===== config.mk =====
export PLATFORM = sky130hd
export DESIGN_NAME = multi_input_time_debounce
export DESIGN_NICKNAME = d
export VERILOG_FILES = /design/src/rtl/mtd_pkg.sv /design/src/rtl/mtd_ram.sv /design/src/rtl/multi_input_time_debounce.sv
export SDC_FILE = /design/constraint.sdc
export NUM_CORES = 1
export LEC_CHECK = 0
export BUFFER_PORTS_ARGS = -buffer_cell sky130_fd_sc_hd__buf_2
export CORE_ASPECT_RATIO = 2
export CORE_MARGIN = 1
export CORE_UTILIZATION = 45
export DETAILED_ROUTE_END_ITERATION = 6
export GPL_TIMING_DRIVEN = 0
export PLACE_DENSITY_LB_ADDON = 0.15
export SYNTH_ARGS = -nofsm -noshare
export SYNTH_HDL_FRONTEND = slang
export SYNTH_SLANG_ARGS = --single-unit

===== constraint.sdc =====
create_clock -name i_clk -period 8.26 [get_ports i_clk]
set_input_delay 1.652 -clock i_clk [delete_from_list [all_inputs] [get_ports i_clk]]
set_output_delay 1.652 -clock i_clk [all_outputs]
set_load 0.05 [all_outputs]

===== src/rtl/mtd_pkg.sv =====
// Package for the multi-input time debounce filter.
// Shared widths and fixed constants; no dependencies.
`default_nettype none

package mtd_pkg;

    localparam int DATA_W = 64;   // width of the raw and filtered sample ports
    localparam int TIME_W = 8;    // width of times, hold timers and hold setting

    localparam logic [TIME_W-1:0] TIMER_IDLE     = 8'hFF;
    localparam logic [TIME_W-1:0] DEBOUNCE_RESET = 8'd20;

endpackage

`default_nettype wire


===== src/rtl/mtd_ram.sv =====
// Generic single-write, single-read synchronous RAM with registered read data.
// No package dependencies.
`default_nettype none

module mtd_ram #(
    parameter int WIDTH = 8,
    parameter int DEPTH = 64
) (
    input  wire logic                     i_clk,
    input  wire logic                     i_we,
    input  wire logic [$clog2(DEPTH)-1:0] i_waddr,
    input  wire logic [WIDTH-1:0]         i_wdata,
    input  wire logic                     i_re,
    input  wire logic [$clog2(DEPTH)-1:0] i_raddr,
    output logic      [WIDTH-1:0]         o_rdata
);

    logic [WIDTH-1:0] mem [DEPTH];

    always_ff @(posedge i_clk) begin
        if (i_we) begin
            mem[i_waddr] <= i_wdata;
        end
        if (i_re) begin
            o_rdata <= mem[i_raddr];
        end
    end

endmodule

`default_nettype wire


===== src/rtl/multi_input_time_debounce.sv =====
// Top level of the multi-input time debounce filter.
// Depends on mtd_pkg (widths, constants) and mtd_ram (hold timer store).
`default_nettype none

// Usage
//   Input channel (i_in_valid / o_in_ready): one transfer carries a raw sample
//   of all inputs (i_raw_bits, bit k is channel k) and the milliseconds since
//   the previous sample (i_elapsed_ms).
//   Output channel (o_out_valid / i_out_ready): one transfer per sample, with
//   the debounced state (o_filtered_bits) and o_changed, set if any channel
//   committed on that sample. Bits at and above CHANNELS are always 0.
//   Configuration: i_cfg_we writes i_cfg_wdata into the hold time at once;
//   write only while the filter is idle.
// Timing
//   The per-channel hold timers live in a RAM and are walked one channel per
//   cycle: read, update, write back. A sample moves from the input buffer
//   through the walk states S_SCAN, S_DRAIN and S_DONE into the output register.
//   A one-entry input buffer takes the next sample while a walk is running.
// Reset and stalls
//   Reset sets the hold time to 20 ms, clears committed and staged bits and
//   marks every timer as running at zero (per-entry valid bits, no clearing
//   pass). A stalled receiver holds the result; the next walk waits in its
//   final state until the output register is free.
module multi_input_time_debounce #(
    parameter int CHANNELS = 64
) (
    input  wire logic                          i_clk,
    input  wire logic                          i_rst_n,
    // configuration
    input  wire logic                          i_cfg_we,
    input  wire logic [mtd_pkg::TIME_W-1:0]    i_cfg_wdata,
    // sample input
    input  wire logic                          i_in_valid,
    output logic                               o_in_ready,
    input  wire logic [mtd_pkg::DATA_W-1:0]    i_raw_bits,
    input  wire logic [mtd_pkg::TIME_W-1:0]    i_elapsed_ms,
    // result output
    output logic                               o_out_valid,
    input  wire logic                          i_out_ready,
    output logic      [mtd_pkg::DATA_W-1:0]    o_filtered_bits,
    output logic                               o_changed
);

    import mtd_pkg::*;

    localparam int IDX_W = $clog2(CHANNELS);
    localparam logic [IDX_W-1:0] LAST_IDX = IDX_W'(CHANNELS - 1);

    typedef enum logic [1:0] {
        S_IDLE,
        S_SCAN,
        S_DRAIN,
        S_DONE
    } t_state;

    t_state r_state;

    // configuration
    logic [TIME_W-1:0]   r_debounce_ms;

    // input buffer
    logic                r_in_full;
    logic [CHANNELS-1:0] r_in_raw;
    logic [TIME_W-1:0]   r_in_elapsed;

    // sample under work
    logic [CHANNELS-1:0] r_raw;
    logic [TIME_W-1:0]   r_elapsed;
    logic                r_chg;

    // per-channel state
    logic [CHANNELS-1:0] r_committed;
    logic [CHANNELS-1:0] r_staged;
    logic [CHANNELS-1:0] r_tvalid;    // timer entry written since reset

    // walk control
    logic [IDX_W-1:0]    r_rd_idx;
    logic                r_p1_valid;
    logic [IDX_W-1:0]    r_p1_idx;

    // output register
    logic                r_out_valid;
    logic [CHANNELS-1:0] r_out_bits;
    logic                r_out_chg;

    // RAM and update path
    logic                rd_en;
    logic [TIME_W-1:0]   rd_data;
    logic [TIME_W-1:0]   timer;
    logic [TIME_W:0]     sum;
    logic                cur_bit;
    logic                edge_seen;
    logic                commit_hit;
    logic [TIME_W-1:0]   n_timer;

    assign o_in_ready      = !r_in_full;
    assign o_out_valid     = r_out_valid;
    assign o_filtered_bits = DATA_W'(r_out_bits);
    assign o_changed       = r_out_chg;

    assign rd_en = (r_state == S_SCAN);

    mtd_ram #(
        .WIDTH (TIME_W),
        .DEPTH (CHANNELS)
    ) u_timer_ram (
        .i_clk   (i_clk),
        .i_we    (r_p1_valid),
        .i_waddr (r_p1_idx),
        .i_wdata (n_timer),
        .i_re    (rd_en),
        .i_raddr (r_rd_idx),
        .o_rdata (rd_data)
    );

    // Channel update, one channel per cycle. Reads run one index ahead of
    // writes, so read and write never hit the same entry.
    always_comb begin
        cur_bit    = r_raw[r_p1_idx];
        timer      = r_tvalid[r_p1_idx] ? rd_data : '0;
        sum        = {1'b0, r_elapsed} + {1'b0, timer};
        edge_seen  = (r_staged[r_p1_idx] != cur_bit);
        commit_hit = 1'b0;
        if (edge_seen) begin
            // restart, or idle if the bit is back at its committed value
            n_timer = (r_committed[r_p1_idx] == cur_bit) ? TIMER_IDLE : '0;
        end else if (timer == TIMER_IDLE) begin
            n_timer = TIMER_IDLE;
        end else if ((r_elapsed >= r_debounce_ms) || (sum > {1'b0, r_debounce_ms})) begin
            n_timer    = TIMER_IDLE;
            commit_hit = 1'b1;
        end else begin
            n_timer = sum[TIME_W-1:0];  // sum <= hold time, fits
        end
    end

    always_ff @(posedge i_clk) begin
        if (!i_rst_n) begin
            r_state       <= S_IDLE;
            r_debounce_ms <= DEBOUNCE_RESET;
            r_in_full     <= 1'b0;
            r_chg         <= 1'b0;
            r_committed   <= '0;
            r_staged      <= '0;
            r_tvalid      <= '0;
            r_rd_idx      <= '0;
            r_p1_valid    <= 1'b0;
            r_p1_idx      <= '0;
            r_out_valid   <= 1'b0;
        end else begin
            if (i_cfg_we) begin
                r_debounce_ms <= i_cfg_wdata;
            end

            if (i_in_valid && o_in_ready) begin
                r_in_full    <= 1'b1;
                r_in_raw     <= i_raw_bits[CHANNELS-1:0];
                r_in_elapsed <= i_elapsed_ms;
            end

            // a result loaded in S_DONE takes the place of the one leaving
            if (r_out_valid && i_out_ready && (r_state != S_DONE)) begin
                r_out_valid <= 1'b0;
            end

            r_p1_valid <= rd_en;
            r_p1_idx   <= r_rd_idx;

            if (r_p1_valid) begin
                r_staged[r_p1_idx] <= cur_bit;
                r_tvalid[r_p1_idx] <= 1'b1;
                if (commit_hit) begin
                    r_committed[r_p1_idx] <= cur_bit;
                    r_chg                 <= 1'b1;
                end
            end

            unique case (r_state)
                S_IDLE: begin
                    if (r_in_full) begin
                        r_raw     <= r_in_raw;
                        r_elapsed <= r_in_elapsed;
                        r_chg     <= 1'b0;
                        r_rd_idx  <= '0;
                        r_in_full <= 1'b0;
                        r_state   <= S_SCAN;
                    end
                end
                S_SCAN: begin
                    if (r_rd_idx == LAST_IDX) begin
                        r_state <= S_DRAIN;
                    end else begin
                        r_rd_idx <= r_rd_idx + 1'b1;
                    end
                end
                S_DRAIN: begin
                    r_state <= S_DONE;
                end
                S_DONE: begin
                    if (!r_out_valid || i_out_ready) begin
                        r_out_valid <= 1'b1;
                        r_out_bits  <= r_committed;
                        r_out_chg   <= r_chg;
                        r_state     <= S_IDLE;
                    end
                end
                default: begin
                    r_state <= S_IDLE;
                end
            endcase
        end
    end

    // The update stage only runs inside a walk.
    a_p1_in_walk: assert property (@(posedge i_clk) disable iff (!i_rst_n)
        r_p1_valid |-> (r_state == S_SCAN || r_state == S_DRAIN))
        else $error("channel update outside a walk");

    // A finished walk has written every timer entry.
    a_walk_complete: assert property (@(posedge i_clk) disable iff (!i_rst_n)
        (r_state == S_DONE) |-> (&r_tvalid))
        else $error("walk ended with unwritten timer entries");

    // A new result only appears at the end of a walk.
    a_out_from_done: assert property (@(posedge i_clk) disable iff (!i_rst_n)
        $rose(r_out_valid) |-> $past(r_state == S_DONE))
        else $error("result raised outside the final walk state");

endmodule

`default_nettype wire

==> metrics <==
syn avg cell area 16.5 sq um; R2R Setup Slk 0.42 ns; Root Buffer clkbuf_16; fin util 0.526; Max VDD drop 0.000178 V; commonest cells in the synthesized netlist edfxtp_1, nor2_1, dfxtp_1; Synth warnings 0; Net Count, Synth 2363; Post-CTS Hold Buffers 0; Chip Height 408 um; most numerous cell in the Yosys netlist edfxtp_1; core area 81500 sq um; first-pass GRT wire length 170 mm; clk_skew 0.0372 ns; DRC errors left 0; Worst slew margin 0.0274; vias in the first global route 23365; post-DR vias/cell 6.13; leakage 13.4 nW; sequential share of the synthesized area 0.707; Clk Latency, worst-skew pair 0.69 ns; minimum clock period 7.84 ns; DRT antenna net count 0; critical path launch point type register; Filler cells 6705; initial antenna violation count 3; dpl cell area 40000 sq um; CTS clk-pin slew, worst paths 0.07 ns; CTS H-tree depth 3; DPL Wire Length 89.2 mm; Detailed Route Iter0 Violations 2030; I/O Pins 152; Initial Util 0.456; Worst Path Buf+Inv 5; final hold violations 0; share of layout cells above drive strength 1 0.235; synth unique cells 70; Worst Tran Pin Value 1.43 ns; Clock Path Buffers 3; Die Wd 205 um; RSZ-0062 raised after global routing no; cts repair resizes 0; CTS tree built; Routed WL per cell 33.4 um; Max Freq 127 MHz; CP peak stage delay 0.61 ns; Post-CTS Setup Bufs 0; synthesized flop and latch total 947; largest net degree at the start of global routing 65; status completed; via count 22339; Worst Path Arrival 8.42 ns; CP dominant cell by count buf_2; router iterations before antenna repair 5; Final GP Congestion 0.985; synthesized area 37100 sq um; synth top area cells edfxtp_1, dfxtp_1, mux4_2; Slowest cell on crit path or4_4; DRT Wirelength 122 mm; critical path data required time 8.83 ns; Syn Inst Count 2248; worst min path class register to register; final period utilization 0.950; Post-synth EDFFs 729; CTS sink cnt 947; P&R area growth vs syn 15.5%; fin. max-slew vios 0; post-synth top area share 0.590; GR Overflow Total 0; design area 42900 sq um; post-synthesis async set-or-reset flop share 0; Power Density 270 nW/um^2; crit end category register; critical path's top delay family compound AO/OA/AOI/OAI gates; # setup viols final 0; Tot GR Track Use 0.298; dominant cell type by area after synthesis edfxtp_1; max-cap violation count 0; Crit Path Max Fanout 10; Buffers on Ports 150; Row Count 148; CTS Buf Count 83; ys flop type edfxtp_1; Crit Path Category register to register; full die area 83700 sq um; nets@finish 2638
-- kinds of logic after synthesis --
family | synth area share
AOI/OAI and AO/OA | 0.0776
xor gates and xnor gates | 0.00185
adders and majority gates | 0.0103
buffers and inverters | 0.0213
DFF | 0.707
muxes | 0.129
and+or+nand+nor | 0.0529
-- metal layers --
layer | up-vias | share of wire | wire length, um | global-route usage
met4 | 2 | 0.088 | 10700 | 0.225
met2 | 1055 | 0.55 | 66500 | 0.550
met5 | - | 0.00011 | 13 | 0
li1 | 9569 | - | - | -
met1 | 11362 | 0.31 | 38100 | 0.291
met3 | 351 | 0.054 | 6570 | 0.0486
-- flip-flops by register name, indices dropped and copies added (netlist names) --
register,flops
u_timer_ram.mem,512
o_filtered_bits,64
r_committed,64
r_in_raw,64
r_raw,64
r_staged,64
r_tvalid,64
r_debounce_ms,8
r_elapsed,8
r_in_elapsed,8
u_timer_ram.o_rdata,8
r_p1_idx,6
r_rd_idx,6
r_state,2
o_changed,1
o_out_valid,1
r_chg,1
r_in_full,1
r_p1_valid,1
-- worst paths after layout --
check	endpoint	start	cells after the start
setup / recovery	r_committed[49]	r_p1_idx[2]	26
hold / removal	r_raw[3]	r_in_raw[3]	0
setup reg to reg	r_committed[49]	r_p1_idx[2]	26
hold reg to reg	r_raw[3]	r_in_raw[3]	0
-- per-stage QoR --
step                hold slack, ns  setup WS [ns]  TNS, ns  power (mW)  instances
finish                       0.416          0.415        0        11.6       3647
global route                 0.421          0.190        0        11.9       3644
CTS                          0.417          0.497        0        11.7       3640
detailed placement           0.405          0.528        0        7.67       3485
global placement             0.402          -1.88  -883.71        7.55       3448
floorplan                    0.400           1.33        0        6.82       2248
-- cell type report --
| cell class | instances | area (sq um) | share of cell area |
|---|---|---|---|
| plain buffers | 164 | 722 | 0.0168 |
| repair buffers | 190 | 1440 | 0.0336 |
| flip-flops and latches | 947 | 26300 | 0.612 |
| multi-input cells | 1119 | 10300 | 0.240 |
| well taps | 1050 | 1310 | 0.0306 |
| diodes | 4 | 10.0 | 0.000233 |
| clock buffers | 98 | 2180 | 0.0509 |
| inverters | 18 | 67.6 | 0.00158 |
| clock inverters | 57 | 608 | 0.0142 |
-- layout by cell type, fill, tap and decap left out, types with 48 or more instances in the layout --
cell type | netlist | final
o41ai_1 | 57 | 57
clkbuf_16 | 0 | 83
clkbuf_1 | 108 | 118
a31oi_1 | 61 | 61
nor2_1 | 297 | 261
a211oi_1 | 127 | 127
mux4_2 | 187 | 187
dfxtp_1 | 218 | 218
buf_2 | 19 | 169
edfxtp_1 | 729 | 729
mux2i_1 | 49 | 48
-- power breakdown --
| group | switching (mW) | internal (mW) |
|---|---|---|
| clock network | 1.82 | 2.20 |
| registers | 0.0386 | 5.63 |
| logic | 1.33 | 0.571 |
Note: power is estimated with default switching activity, not from simulation.
